$ cat src/hw/rtl/kdlr_pkg.sv
// Shared types, constants and register codes for the keypad debounce core.
// No dependencies; every other file in hw/rtl imports this package.
package kdlr_pkg;

  localparam int NUM_KEYS       = 3;
  localparam int KEY_LINES      = 3;
  localparam int QUEUE_DEPTH    = 16;
  localparam int NUM_SLOTS      = 2 * NUM_KEYS;
  localparam int QPTR_W         = $clog2(QUEUE_DEPTH);
  localparam int QFILL_W        = $clog2(QUEUE_DEPTH + 1);
  localparam int QSUM_W         = $clog2(2 * QUEUE_DEPTH + NUM_SLOTS + 1);
  localparam int SLOT_W         = $clog2(NUM_SLOTS + 1);
  localparam int CMD_FIFO_DEPTH = 2;
  localparam int CMD_PTR_W      = $clog2(CMD_FIFO_DEPTH);
  localparam int CMD_CNT_W      = $clog2(CMD_FIFO_DEPTH + 1);

  localparam int CNT_W      = 10;
  localparam int HOLD_W     = 17;
  localparam int KIND_W     = 3;
  localparam int KEY_W      = 2;
  localparam int CFG_ADDR_W = 3;
  localparam int CFG_DATA_W = 16;

  localparam logic [7:0]  FILTER_RST = 8'd5;
  localparam logic [7:0]  STEP_RST   = 8'd1;
  localparam logic [15:0] LONG_RST   = 16'd1000;
  localparam logic [15:0] REPEAT_RST = 16'd100;
  localparam logic [3:0]  MASK_RST   = 4'hF;

  typedef enum logic [KIND_W-1:0] {
    KIND_NONE   = 3'd0,
    KIND_DOWN   = 3'd1,
    KIND_UP     = 3'd2,
    KIND_LONG   = 3'd3,
    KIND_REPEAT = 3'd4
  } kind_t;

  typedef enum logic [CFG_ADDR_W-1:0] {
    REG_FILTER = 3'd0,
    REG_STEP   = 3'd1,
    REG_LONG   = 3'd2,
    REG_REPEAT = 3'd3,
    REG_MASK   = 3'd4
  } reg_idx_t;

  typedef struct packed {
    logic [7:0]  filter_ticks;
    logic [7:0]  tick_step;
    logic [15:0] long_press_time;
    logic [15:0] repeat_interval;
    logic [3:0]  report_mask;
  } cfg_t;

  // One classified request: a pop, or the events of one scan tick.
  // Slot 2k carries the down/up event of key k, slot 2k+1 its long/repeat event.
  typedef struct packed {
    logic                              is_pop;
    logic [NUM_SLOTS-1:0][KIND_W-1:0]  kinds;
  } cmd_t;

  typedef struct packed {
    logic [KIND_W-1:0] kind;
    logic [KEY_W-1:0]  key;
  } qentry_t;

endpackage

$ cat src/hw/rtl/kdlr_front.sv
// Front end: per-key counting debounce, hold and repeat timing, event classification.
// Depends on kdlr_pkg.
module kdlr_front import kdlr_pkg::*; (
  input  logic                 clk,
  input  logic                 rst,
  input  cfg_t                 cfg,
  input  logic                 in_valid,
  output logic                 in_ready,
  input  logic                 in_pop,
  input  logic [KEY_LINES-1:0] in_keys,
  output logic                 cmd_valid,
  input  logic                 cmd_ready,
  output cmd_t                 cmd
);

  logic [CNT_W-1:0]  debounce_count [NUM_KEYS];
  logic              key_is_down    [NUM_KEYS];
  logic [HOLD_W-1:0] hold_count     [NUM_KEYS];
  logic [HOLD_W-1:0] rep_count      [NUM_KEYS];

  logic [CNT_W-1:0]  debounce_count_next [NUM_KEYS];
  logic              key_is_down_next    [NUM_KEYS];
  logic [HOLD_W-1:0] hold_count_next     [NUM_KEYS];
  logic [HOLD_W-1:0] rep_count_next      [NUM_KEYS];
  logic [NUM_SLOTS-1:0][KIND_W-1:0] kinds;

  logic accept_tick;

  // Drop the event when its report bit is clear.
  function automatic logic [KIND_W-1:0] mask_kind(input kind_t kind, input logic [3:0] mask);
    logic en;
    begin
      case (kind)
        KIND_DOWN:   en = mask[0];
        KIND_UP:     en = mask[1];
        KIND_LONG:   en = mask[2];
        KIND_REPEAT: en = mask[3];
        default:     en = 1'b0;
      endcase
      mask_kind = en ? kind : KIND_NONE;
    end
  endfunction

  assign in_ready    = cmd_ready;
  assign cmd_valid   = in_valid;
  assign accept_tick = in_valid && cmd_ready && !in_pop;
  assign cmd.is_pop  = in_pop;
  assign cmd.kinds   = kinds;

  always_comb begin
    logic [NUM_KEYS+KEY_LINES-1:0] keys_ext;
    logic [CNT_W-1:0]  f_lo;
    logic [CNT_W-1:0]  f_hi;
    logic [CNT_W-1:0]  step_c;
    logic [HOLD_W-1:0] step_h;
    logic [HOLD_W-1:0] lpt;
    logic [HOLD_W-1:0] rint;
    logic [HOLD_W-1:0] hold_sum;
    logic [HOLD_W-1:0] rep_sum;
    logic [CNT_W-1:0]  cnt;
    kind_t             ev0;
    kind_t             ev1;
    keys_ext = {{NUM_KEYS{1'b0}}, in_keys};
    f_lo     = CNT_W'(cfg.filter_ticks);
    f_hi     = CNT_W'({cfg.filter_ticks, 1'b0});
    step_c   = CNT_W'(cfg.tick_step);
    step_h   = HOLD_W'(cfg.tick_step);
    lpt      = HOLD_W'(cfg.long_press_time);
    rint     = HOLD_W'(cfg.repeat_interval);
    for (int k = 0; k < NUM_KEYS; k++) begin
      cnt      = debounce_count[k];
      hold_sum = hold_count[k] + step_h;
      rep_sum  = rep_count[k] + step_h;
      ev0      = KIND_NONE;
      ev1      = KIND_NONE;
      debounce_count_next[k] = cnt;
      key_is_down_next[k]    = key_is_down[k];
      hold_count_next[k]     = hold_count[k];
      rep_count_next[k]      = rep_count[k];
      if (keys_ext[k]) begin
        if (cnt < f_lo) begin
          debounce_count_next[k] = f_lo;
        end else if (cnt < f_hi) begin
          debounce_count_next[k] = cnt + step_c;
        end else begin
          if (!key_is_down[k]) begin
            key_is_down_next[k] = 1'b1;
            ev0 = KIND_DOWN;
          end
          if (lpt != '0) begin
            if (hold_count[k] < lpt) begin
              hold_count_next[k] = hold_sum;
              if (hold_sum >= lpt) begin
                ev1 = KIND_LONG;
              end
            end else if (rint != '0) begin
              if (rep_sum >= rint) begin
                rep_count_next[k] = '0;
                ev1 = KIND_REPEAT;
              end else begin
                rep_count_next[k] = rep_sum;
              end
            end
          end
        end
      end else begin
        if (cnt > f_lo) begin
          debounce_count_next[k] = f_lo;
        end else if (cnt != '0) begin
          debounce_count_next[k] = (cnt > step_c) ? cnt - step_c : '0;
        end else if (key_is_down[k]) begin
          key_is_down_next[k] = 1'b0;
          ev0 = KIND_UP;
        end
        hold_count_next[k] = '0;
        rep_count_next[k]  = '0;
      end
      kinds[2*k]   = mask_kind(ev0, cfg.report_mask);
      kinds[2*k+1] = mask_kind(ev1, cfg.report_mask);
    end
  end

  always_ff @(posedge clk) begin
    if (rst) begin
      for (int k = 0; k < NUM_KEYS; k++) begin
        debounce_count[k] <= CNT_W'(FILTER_RST);
        key_is_down[k]    <= 1'b0;
        hold_count[k]     <= '0;
        rep_count[k]      <= '0;
      end
    end else if (accept_tick) begin
      for (int k = 0; k < NUM_KEYS; k++) begin
        debounce_count[k] <= debounce_count_next[k];
        key_is_down[k]    <= key_is_down_next[k];
        hold_count[k]     <= hold_count_next[k];
        rep_count[k]      <= rep_count_next[k];
      end
    end
  end

endmodule

$ cat src/hw/rtl/kdlr_fifo.sv
// Short request queue between the classifying front end and the event queue.
// Depends on kdlr_pkg.
module kdlr_fifo import kdlr_pkg::*; (
  input  logic clk,
  input  logic rst,
  input  logic push_valid,
  output logic push_ready,
  input  cmd_t push_cmd,
  output logic pop_valid,
  input  logic pop_ready,
  output cmd_t pop_cmd
);

  cmd_t                 slots [CMD_FIFO_DEPTH];
  logic [CMD_PTR_W-1:0] wr_ptr;
  logic [CMD_PTR_W-1:0] rd_ptr;
  logic [CMD_CNT_W-1:0] count;
  logic                 do_push;
  logic                 do_pop;

  assign push_ready = (count != CMD_CNT_W'(CMD_FIFO_DEPTH));
  assign pop_valid  = (count != '0);
  assign pop_cmd    = slots[rd_ptr];
  assign do_push    = push_valid && push_ready;
  assign do_pop     = pop_valid && pop_ready;

  function automatic logic [CMD_PTR_W-1:0] wrap_inc(input logic [CMD_PTR_W-1:0] p);
    wrap_inc = (p == CMD_PTR_W'(CMD_FIFO_DEPTH - 1)) ? '0 : p + 1'b1;
  endfunction

  always_ff @(posedge clk) begin
    if (do_push) begin
      slots[wr_ptr] <= push_cmd;
    end
  end

  always_ff @(posedge clk) begin
    if (rst) begin
      wr_ptr <= '0;
      rd_ptr <= '0;
      count  <= '0;
    end else begin
      if (do_push) begin
        wr_ptr <= wrap_inc(wr_ptr);
      end
      if (do_pop) begin
        rd_ptr <= wrap_inc(rd_ptr);
      end
      case ({do_push, do_pop})
        2'b10:   count <= count + 1'b1;
        2'b01:   count <= count - 1'b1;
        default: count <= count;
      endcase
    end
  end

endmodule

$ cat src/hw/rtl/kdlr_back.sv
// Back end: event queue with drop-on-full, pop handling and the result register.
// Depends on kdlr_pkg.
module kdlr_back import kdlr_pkg::*; (
  input  logic              clk,
  input  logic              rst,
  input  logic              cmd_valid,
  output logic              cmd_ready,
  input  cmd_t              cmd,
  output logic              out_valid,
  input  logic              out_ready,
  output logic [KIND_W-1:0] out_kind,
  output logic [KEY_W-1:0]  out_key
);

  qentry_t             entries [QUEUE_DEPTH];
  logic [QPTR_W-1:0]   head;
  logic [QPTR_W-1:0]   tail;
  logic [QFILL_W-1:0]  fill;

  logic [QPTR_W-1:0]   tail_next;
  logic [QFILL_W-1:0]  fill_next;
  logic [NUM_SLOTS-1:0] wr_en;
  logic [QPTR_W-1:0]   wr_idx [NUM_SLOTS];
  logic                take;
  logic                out_free;

  assign out_free  = !out_valid || out_ready;
  assign cmd_ready = !cmd.is_pop || out_free;
  assign take      = cmd_valid && cmd_ready;

  // Place the tick's events in order behind the tail; drop those past capacity.
  always_comb begin
    logic [SLOT_W-1:0] seq;
    logic [QSUM_W-1:0] pos;
    logic [QSUM_W-1:0] tsum;
    seq = '0;
    for (int i = 0; i < NUM_SLOTS; i++) begin
      pos       = QSUM_W'(tail) + QSUM_W'(seq);
      wr_idx[i] = (pos >= QSUM_W'(QUEUE_DEPTH)) ? QPTR_W'(pos - QSUM_W'(QUEUE_DEPTH))
                                                : QPTR_W'(pos);
      wr_en[i]  = (cmd.kinds[i] != KIND_NONE)
                  && (QSUM_W'(fill) + QSUM_W'(seq) < QSUM_W'(QUEUE_DEPTH));
      if (wr_en[i]) begin
        seq = seq + 1'b1;
      end
    end
    tsum      = QSUM_W'(tail) + QSUM_W'(seq);
    tail_next = (tsum >= QSUM_W'(QUEUE_DEPTH)) ? QPTR_W'(tsum - QSUM_W'(QUEUE_DEPTH))
                                               : QPTR_W'(tsum);
    fill_next = fill + QFILL_W'(seq);
  end

  always_ff @(posedge clk) begin
    if (take && !cmd.is_pop) begin
      for (int i = 0; i < NUM_SLOTS; i++) begin
        if (wr_en[i]) begin
          entries[wr_idx[i]] <= '{kind: cmd.kinds[i], key: KEY_W'(i / 2)};
        end
      end
    end
  end

  always_ff @(posedge clk) begin
    if (take && cmd.is_pop) begin
      if (fill != '0) begin
        out_kind <= entries[head].kind;
        out_key  <= entries[head].key;
      end else begin
        out_kind <= KIND_NONE;
        out_key  <= '0;
      end
    end
  end

  always_ff @(posedge clk) begin
    if (rst) begin
      head      <= '0;
      tail      <= '0;
      fill      <= '0;
      out_valid <= 1'b0;
    end else begin
      if (take && cmd.is_pop) begin
        out_valid <= 1'b1;
        if (fill != '0) begin
          head <= (head == QPTR_W'(QUEUE_DEPTH - 1)) ? '0 : head + 1'b1;
          fill <= fill - 1'b1;
        end
      end else begin
        if (out_ready) begin
          out_valid <= 1'b0;
        end
        if (take) begin
          tail <= tail_next;
          fill <= fill_next;
        end
      end
    end
  end

  a_fill_bound: assert property (@(posedge clk) disable iff (rst)
    fill <= QFILL_W'(QUEUE_DEPTH))
    else $error("event queue fill above depth");

  a_empty_ptrs: assert property (@(posedge clk) disable iff (rst)
    (fill == '0) |-> (head == tail))
    else $error("empty event queue with head and tail apart");

  a_pop_drains: assert property (@(posedge clk) disable iff (rst)
    (take && cmd.is_pop && fill != '0) |=> (fill == $past(fill) - 1'b1))
    else $error("pop of a held event did not lower the fill");

  a_tick_keeps_head: assert property (@(posedge clk) disable iff (rst)
    (take && !cmd.is_pop) |=> (head == $past(head)))
    else $error("scan tick moved the read pointer");

endmodule

$ cat src/hw/rtl/keypad_debounce_long_repeat_core.sv
// A pop is first written into the request queue; the back end takes it once its result
// register is free, loads the result register and raises m_tvalid.
// Throughput: one request (scan tick or pop) per cycle; a tick writes up to six events
// into the event queue at once. A stalled result port holds a pop in the back end, and
// once the two-entry request queue fills, s_tready drops until the result is taken.
// Reset (rst, synchronous): registers to defaults, debounce counts to 5, queue empty;
// queue entries are not cleared, no entry is read before it is written.
module keypad_debounce_long_repeat_core import kdlr_pkg::*; (
  input  logic                  clk,
  input  logic                  rst,
  // request stream
  input  logic                  s_tvalid,
  output logic                  s_tready,
  input  logic [7:0]            s_tdata,   // [2:0] key_pressed, [7:3] zero
  input  logic [0:0]            s_tuser,   // [0] func: 0 scan tick, 1 pop
  // event stream
  output logic                  m_tvalid,
  input  logic                  m_tready,
  output logic [7:0]            m_tdata,   // [1:0] event_key, [7:2] zero
  output logic [2:0]            m_tuser,   // [2:0] event_kind
  // register writes
  input  logic                  cfg_valid,
  output logic                  cfg_ready,
  input  logic [CFG_ADDR_W-1:0] cfg_addr,
  input  logic [CFG_DATA_W-1:0] cfg_data
);

  cfg_t cfg;

  logic              fr_valid;
  logic              fr_ready;
  cmd_t              fr_cmd;
  logic              bk_valid;
  logic              bk_ready;
  cmd_t              bk_cmd;
  logic [KIND_W-1:0] ev_kind;
  logic [KEY_W-1:0]  ev_key;

  // Registers always take a write; only the low bits of the data are kept.
  assign cfg_ready = 1'b1;

  always_ff @(posedge clk) begin
    if (rst) begin
      cfg.filter_ticks    <= FILTER_RST;
      cfg.tick_step       <= STEP_RST;
      cfg.long_press_time <= LONG_RST;
      cfg.repeat_interval <= REPEAT_RST;
      cfg.report_mask     <= MASK_RST;
    end else if (cfg_valid) begin
      case (reg_idx_t'(cfg_addr))
        REG_FILTER: cfg.filter_ticks    <= cfg_data[7:0];
        REG_STEP:   cfg.tick_step       <= cfg_data[7:0];
        REG_LONG:   cfg.long_press_time <= cfg_data[15:0];
        REG_REPEAT: cfg.repeat_interval <= cfg_data[15:0];
        REG_MASK:   cfg.report_mask     <= cfg_data[3:0];
        default:    cfg <= cfg;   // drop writes past the last register
      endcase
    end
  end

  // Front end: advance each key's debounce state on a tick and classify its events.
  kdlr_front u_front (
    .clk       (clk),
    .rst       (rst),
    .cfg       (cfg),
    .in_valid  (s_tvalid),
    .in_ready  (s_tready),
    .in_pop    (s_tuser[0]),
    .in_keys   (s_tdata[KEY_LINES-1:0]),
    .cmd_valid (fr_valid),
    .cmd_ready (fr_ready),
    .cmd       (fr_cmd)
  );

  // Hold classified requests so the front keeps taking input while results stall.
  kdlr_fifo u_fifo (
    .clk        (clk),
    .rst        (rst),
    .push_valid (fr_valid),
    .push_ready (fr_ready),
    .push_cmd   (fr_cmd),
    .pop_valid  (bk_valid),
    .pop_ready  (bk_ready),
    .pop_cmd    (bk_cmd)
  );

  // Back end: queue events in order, answer pops from the oldest entry.
  kdlr_back u_back (
    .clk       (clk),
    .rst       (rst),
    .cmd_valid (bk_valid),
    .cmd_ready (bk_ready),
    .cmd       (bk_cmd),
    .out_valid (m_tvalid),
    .out_ready (m_tready),
    .out_kind  (ev_kind),
    .out_key   (ev_key)
  );

  assign m_tuser = ev_kind;
  assign m_tdata = {{(8 - KEY_W){1'b0}}, ev_key};

endmodule
$ cat config.mk
export PLATFORM = sky130hd
export DESIGN_NAME = keypad_debounce_long_repeat_core
export DESIGN_NICKNAME = d
export VERILOG_FILES = /design/src/hw/rtl/kdlr_pkg.sv /design/src/hw/rtl/kdlr_front.sv /design/src/hw/rtl/kdlr_fifo.sv /design/src/hw/rtl/kdlr_back.sv /design/src/hw/rtl/keypad_debounce_long_repeat_core.sv
export SDC_FILE = /design/constraint.sdc
export NUM_CORES = 1
export LEC_CHECK = 0
export BUFFER_PORTS_ARGS = -buffer_cell sky130_fd_sc_hd__buf_4
export CORE_ASPECT_RATIO = 1.1
export CORE_MARGIN = 3
export CORE_UTILIZATION = 60
export CTS_BUF_LIST = sky130_fd_sc_hd__clkbuf_2 sky130_fd_sc_hd__clkbuf_4 sky130_fd_sc_hd__clkbuf_8
export CTS_CLUSTER_DIAMETER = 120
export DETAILED_ROUTE_END_ITERATION = 8
export PLACE_DENSITY = 0.87
export RECOVER_POWER = 100
export SETUP_SLACK_MARGIN = 0.5
export SLEW_MARGIN = 25
export SYNTH_ARGS = -nofsm -noshare
export SYNTH_HDL_FRONTEND = slang
export SYNTH_HIERARCHICAL = 1
export SYNTH_SLANG_ARGS = --single-unit
$ cat constraint.sdc
create_clock -name clk -period 15.6 [get_ports clk]
set_input_delay 0 -clock clk [delete_from_list [all_inputs] [get_ports clk]]
set_output_delay 0 -clock clk [all_outputs]
set_load 0.01 [all_outputs]
==> metrics.txt <==
# TYPE chip_impl_metric gauge
chip_impl_metric{name="r2r_cells",unit=""} 30
chip_impl_metric{name="ys_types",unit=""} 106
chip_impl_metric{name="leakagePower",unit="uW"} 0.0128
chip_impl_metric{name="max_freq",unit="MHz"} 78.5
chip_impl_metric{name="avgRoutedWirePerCell",unit="um"} 23.4
chip_impl_metric{name="cap_violations",unit=""} 9
chip_impl_info{name="critPathKind",value="reg2reg"} 1
chip_impl_info{name="worst_setup_path_end_kind",value="flip-flop"} 1
chip_impl_metric{name="syn-mean-instance-area",unit="um^2"} 9.37
chip_impl_metric{name="globalRouteOverflowTotal",unit=""} 0
chip_impl_metric{name="drive_gt1_frac",unit=""} 0.0862
chip_impl_metric{name="crit_arrival",unit="ns"} 13.06
chip_impl_metric{name="dr_wl_met2",unit="um"} 39400
chip_impl_info{name="grt_setup_unrepaired",value="false"} 1
chip_impl_metric{name="report.final.slew_viol_count",unit=""} 245
chip_impl_metric{name="place.detailed.hpwl",unit="um"} 61500
chip_impl_metric{name="clk_path_buf_depth",unit=""} 3
chip_impl_metric{name="finalHoldViolCount",unit=""} 0
chip_impl_metric{name="total_nets_final",unit=""} 3400
chip_impl_metric{name="initial_antenna_violation_count",unit=""} 4
chip_impl_metric{name="number_of_global_route_vias_before_repair",unit=""} 25000
chip_impl_metric{name="fin_crit_sh",unit=""} 0.816
chip_impl_metric{name="synth_edf_count",unit=""} 226
chip_impl_metric{name="finalClockSkew",unit="ns"} 0.0597
chip_impl_info{name="tritoncts",value="yes"} 1
chip_impl_metric{name="drt-pass1-iter-count",unit=""} 8
chip_impl_info{name="synth_most_common_cell",value="sky130_fd_sc_hd__ha_1"} 1
chip_impl_metric{name="required_time_at_the_endpoint_of_the_critical_path",unit="ns"} 15.93
chip_impl_metric{name="core_area",unit="mm^2"} 0.0461
chip_impl_metric{name="cellPowerDensity",unit="mW/mm^2"} 145
chip_impl_metric{name="routed_vias_inst",unit=""} 6.87
chip_impl_metric{name="die_h",unit="um"} 234
chip_impl_metric{name="initial_core_util",unit=""} 0.613
chip_impl_metric{name="final_antenna_net_count",unit=""} 0
chip_impl_metric{name="period_needed",unit="ns"} 12.73
chip_impl_metric{name="ctsHtreeMaxLevel",unit=""} 2
chip_impl_metric{name="async_reset_ff_frac",unit=""} 0
chip_impl_metric{name="met3WireLength",unit="um"} 8480
chip_impl_metric{name="whs",unit="ns"} 0.165
chip_impl_metric{name="slowest_delay",unit="ns"} 1.94
chip_impl_info{name="ys_dominant_reg_cell",value="sky130_fd_sc_hd__edfxtp_1"} 1
chip_impl_metric{name="finalWirelength",unit="um"} 85800
chip_impl_metric{name="yosysWarnings",unit=""} 6
chip_impl_metric{name="route.layer.met1.wl",unit="um"} 32600
chip_impl_metric{name="layout.cells.non_filler",unit=""} 3665
chip_impl_metric{name="die_w",unit="um"} 213
chip_impl_info{name="violated_checks",value="max-capacitance violations, max-slew violations"} 1
chip_impl_metric{name="relSlewSlack",unit=""} -0.797
chip_impl_metric{name="setup_total_negative_slack",unit="ns"} 0
chip_impl_metric{name="synth_largest_type_area_fraction",unit=""} 0.240
chip_impl_metric{name="io_buffer_count",unit=""} 34
chip_impl_metric{name="cts_num_sinks",unit=""} 329
chip_impl_info{name="synth_largest_area_cell",value="sky130_fd_sc_hd__edfxtp_1"} 1
chip_impl_metric{name="synth.yosys.seq_area_share",unit=""} 0.313
chip_impl_info{name="timing.hold.worst.class",value="in2reg"} 1
chip_impl_metric{name="cts_made_buffers",unit=""} 58
chip_impl_metric{name="boundaryPins",unit=""} 47
chip_impl_metric{name="place_inst",unit=""} 3522
chip_impl_metric{name="floorplan.rows",unit=""} 82
chip_impl_metric{name="yosys_register_bits",unit=""} 329
chip_impl_metric{name="largest_net_degree_at_the_start_of_global_routing",unit=""} 80
chip_impl_metric{name="worst_setup_hold_path_clk_slew",unit="ns"} 0.06
chip_impl_info{name="outcome",value="finished, violations left"} 1
chip_impl_metric{name="vias",unit=""} 25200
chip_impl_info{name="critical_path.startpoint_type",value="flip-flop"} 1
chip_impl_metric{name="gp_routability_congestion",unit=""} 1.01
chip_impl_metric{name="track_usage",unit=""} 0.340
chip_impl_info{name="synth.cells.most_frequent",value="sky130_fd_sc_hd__ha_1, sky130_fd_sc_hd__nor2_1, sky130_fd_sc_hd__edfxtp_1"} 1
chip_impl_metric{name="clk-insertion-delay-late",unit="ns"} 0.68
chip_impl_metric{name="critical_path.max_fanout",unit=""} 24
chip_impl_metric{name="syn_area",unit="mm^2"} 0.0282
chip_impl_metric{name="cts.repair.resized",unit=""} 0
chip_impl_metric{name="dieArea",unit="mm^2"} 0.0497
chip_impl_info{name="highest_layer",value="met5"} 1
chip_impl_metric{name="setup_violations",unit=""} 0
chip_impl_metric{name="synthToLayoutAreaGrowth",unit="%"} 7.05
chip_impl_info{name="critPathMostFrequentCell",value="sky130_fd_sc_hd__ha_1"} 1
chip_impl_metric{name="post-cts-setup-buffer-count",unit=""} 0
chip_impl_metric{name="route.detailed.drc",unit=""} 0
chip_impl_info{name="yosys-top-cells-area",value="sky130_fd_sc_hd__edfxtp_1, sky130_fd_sc_hd__ha_1, sky130_fd_sc_hd__dfxtp_1"} 1
chip_impl_metric{name="synth_cells",unit=""} 3015
chip_impl_metric{name="worst_supply_voltage_drop_on_vdd",unit="mV"} 0.198
chip_impl_info{name="cp_slowest_cell",value="sky130_fd_sc_hd__a2111oi_0"} 1
chip_impl_metric{name="tightest_slew",unit="ns"} 2.70
chip_impl_metric{name="detailedRoute.firstIterationViolations",unit=""} 2862
chip_impl_metric{name="grt_pass1_wl",unit="um"} 134000
chip_impl_info{name="clockRootBuffer",value="sky130_fd_sc_hd__clkbuf_8"} 1
chip_impl_metric{name="post-route-util",unit=""} 0.656
chip_impl_metric{name="cell_depth_of_the_worst_min_delay_path",unit=""} 2
-- cell type report --
| type | instances | area (um^2) |
|---|---|---|
| tap | 588 | 736 |
| clock buffer | 89 | 1110 |
| fill | 3514 | 15800 |
| timing repair buffer | 91 | 693 |
| sequential | 329 | 8850 |
| multi-input combinational | 2409 | 18200 |
| inverter | 136 | 513 |
| clock inverter | 20 | 170 |
| antenna | 3 | 7.51 |
-- power by group --
part / leakage [uW] / switching, uW / internal [uW]
clock network: 0.000675 / 389 / 500
registers: 0.00311 / 122 / 1140
logic: 0.00902 / 1380 / 851
-- final timing paths --
path	from	to	slack, ns
max reg2reg	flip-flop	u_back/entries[9][2]	2.87
min	s_tuser	u_fifo/slots[0][18]	0.16
min reg2reg	u_back/entries[6][1]	u_back/entries[6][1]	0.45
max	flip-flop	u_back/entries[9][2]	2.87
-- sequential cells by signal, indices dropped and copies added, names as in the netlist, named ones only --
name	count
u_back/entries	80
cfg	52
u_front/hold_count	51
u_front/rep_count	51
u_fifo/slots	38
u_front/debounce_count	30
u_back/fill	5
u_back/head	4
u_back/tail	4
u_back/out_kind	3
u_front/key_is_down	3
u_back/out_key	2
u_fifo/count	2
u_back/out_valid	1
u_fifo/rd_ptr	1
u_fifo/wr_ptr	1
-- kinds of logic after synthesis --
group	count (synthesis)	share of synthesized area
and+or+nand+nor	983	0.183
AOI/OAI and AO/OA	735	0.178
adders and majority gates	342	0.156
DFF	329	0.313
buffers and inverters	287	0.0422
muxes	194	0.0825
xor gates and xnor gates	142	0.0447
other	3	0.000399
-- metal layers --
| layer | up-vias | GRT usage |
|---|---|---|
| li1 | 11300 | - |
| met1 | 11900 | 0.415 |
| met2 | 1585 | 0.554 |
| met3 | 408 | 0.0731 |
| met4 | 2 | 0.196 |
| met5 | - | 0 |
-- worst max-delay path: cells and delay by family, from the launching register on --
kind,cells,cell delay [ns]
DFF,1,0.91
and+or+nand+nor,9,1.85
AOI/OAI and AO/OA,11,6.41
adders and majority gates,5,1.44
buffers and inverters,2,0.25
muxes,2,1.12
xor gates and xnor gates,1,0.37
-- placed cells by master (no fill, tap or decap), types with 51 or more instances in the layout --
cell type / synthesis / layout
sky130_fd_sc_hd__a211oi_1: 50 / 51
sky130_fd_sc_hd__a21o_1: 80 / 80
sky130_fd_sc_hd__a21oi_1: 157 / 160
sky130_fd_sc_hd__and3_1: 55 / 55
sky130_fd_sc_hd__clkbuf_8: 0 / 70
sky130_fd_sc_hd__dfxtp_1: 103 / 103
sky130_fd_sc_hd__edfxtp_1: 226 / 226
sky130_fd_sc_hd__ha_1: 324 / 324
sky130_fd_sc_hd__inv_1: 135 / 135
sky130_fd_sc_hd__mux2i_1: 111 / 111
sky130_fd_sc_hd__nand2_1: 162 / 162
sky130_fd_sc_hd__nand2b_1: 79 / 79
sky130_fd_sc_hd__nand3_1: 81 / 81
sky130_fd_sc_hd__nor2_1: 237 / 237
sky130_fd_sc_hd__nor2b_1: 61 / 62
sky130_fd_sc_hd__nor3_1: 67 / 67
sky130_fd_sc_hd__o211ai_1: 84 / 84
sky130_fd_sc_hd__o21ai_0: 109 / 122
sky130_fd_sc_hd__xnor2_1: 79 / 79
sky130_fd_sc_hd__xor2_1: 62 / 62
-- through the flow --
step / setup slack [ns] / power, uW / instance area [um^2]
2_1_floorplan: 6.39 / 2890 / 28300
3_3_place_gp: 4.62 / 3360 / 28800
3_5_place_dp: 4.39 / 3460 / 28800
4_1_cts: 4.33 / 4360 / 30400
5_1_grt: 2.09 / 4640 / 30200
6_report: 2.87 / 4380 / 30200
-- repair_timing --
action                                 CTS  global route
hold buffers                            31             0
setup endpoints to repair                0             0
endpoints found under the hold margin  110             0
Note: power is estimated with default switching activity, not from simulation.
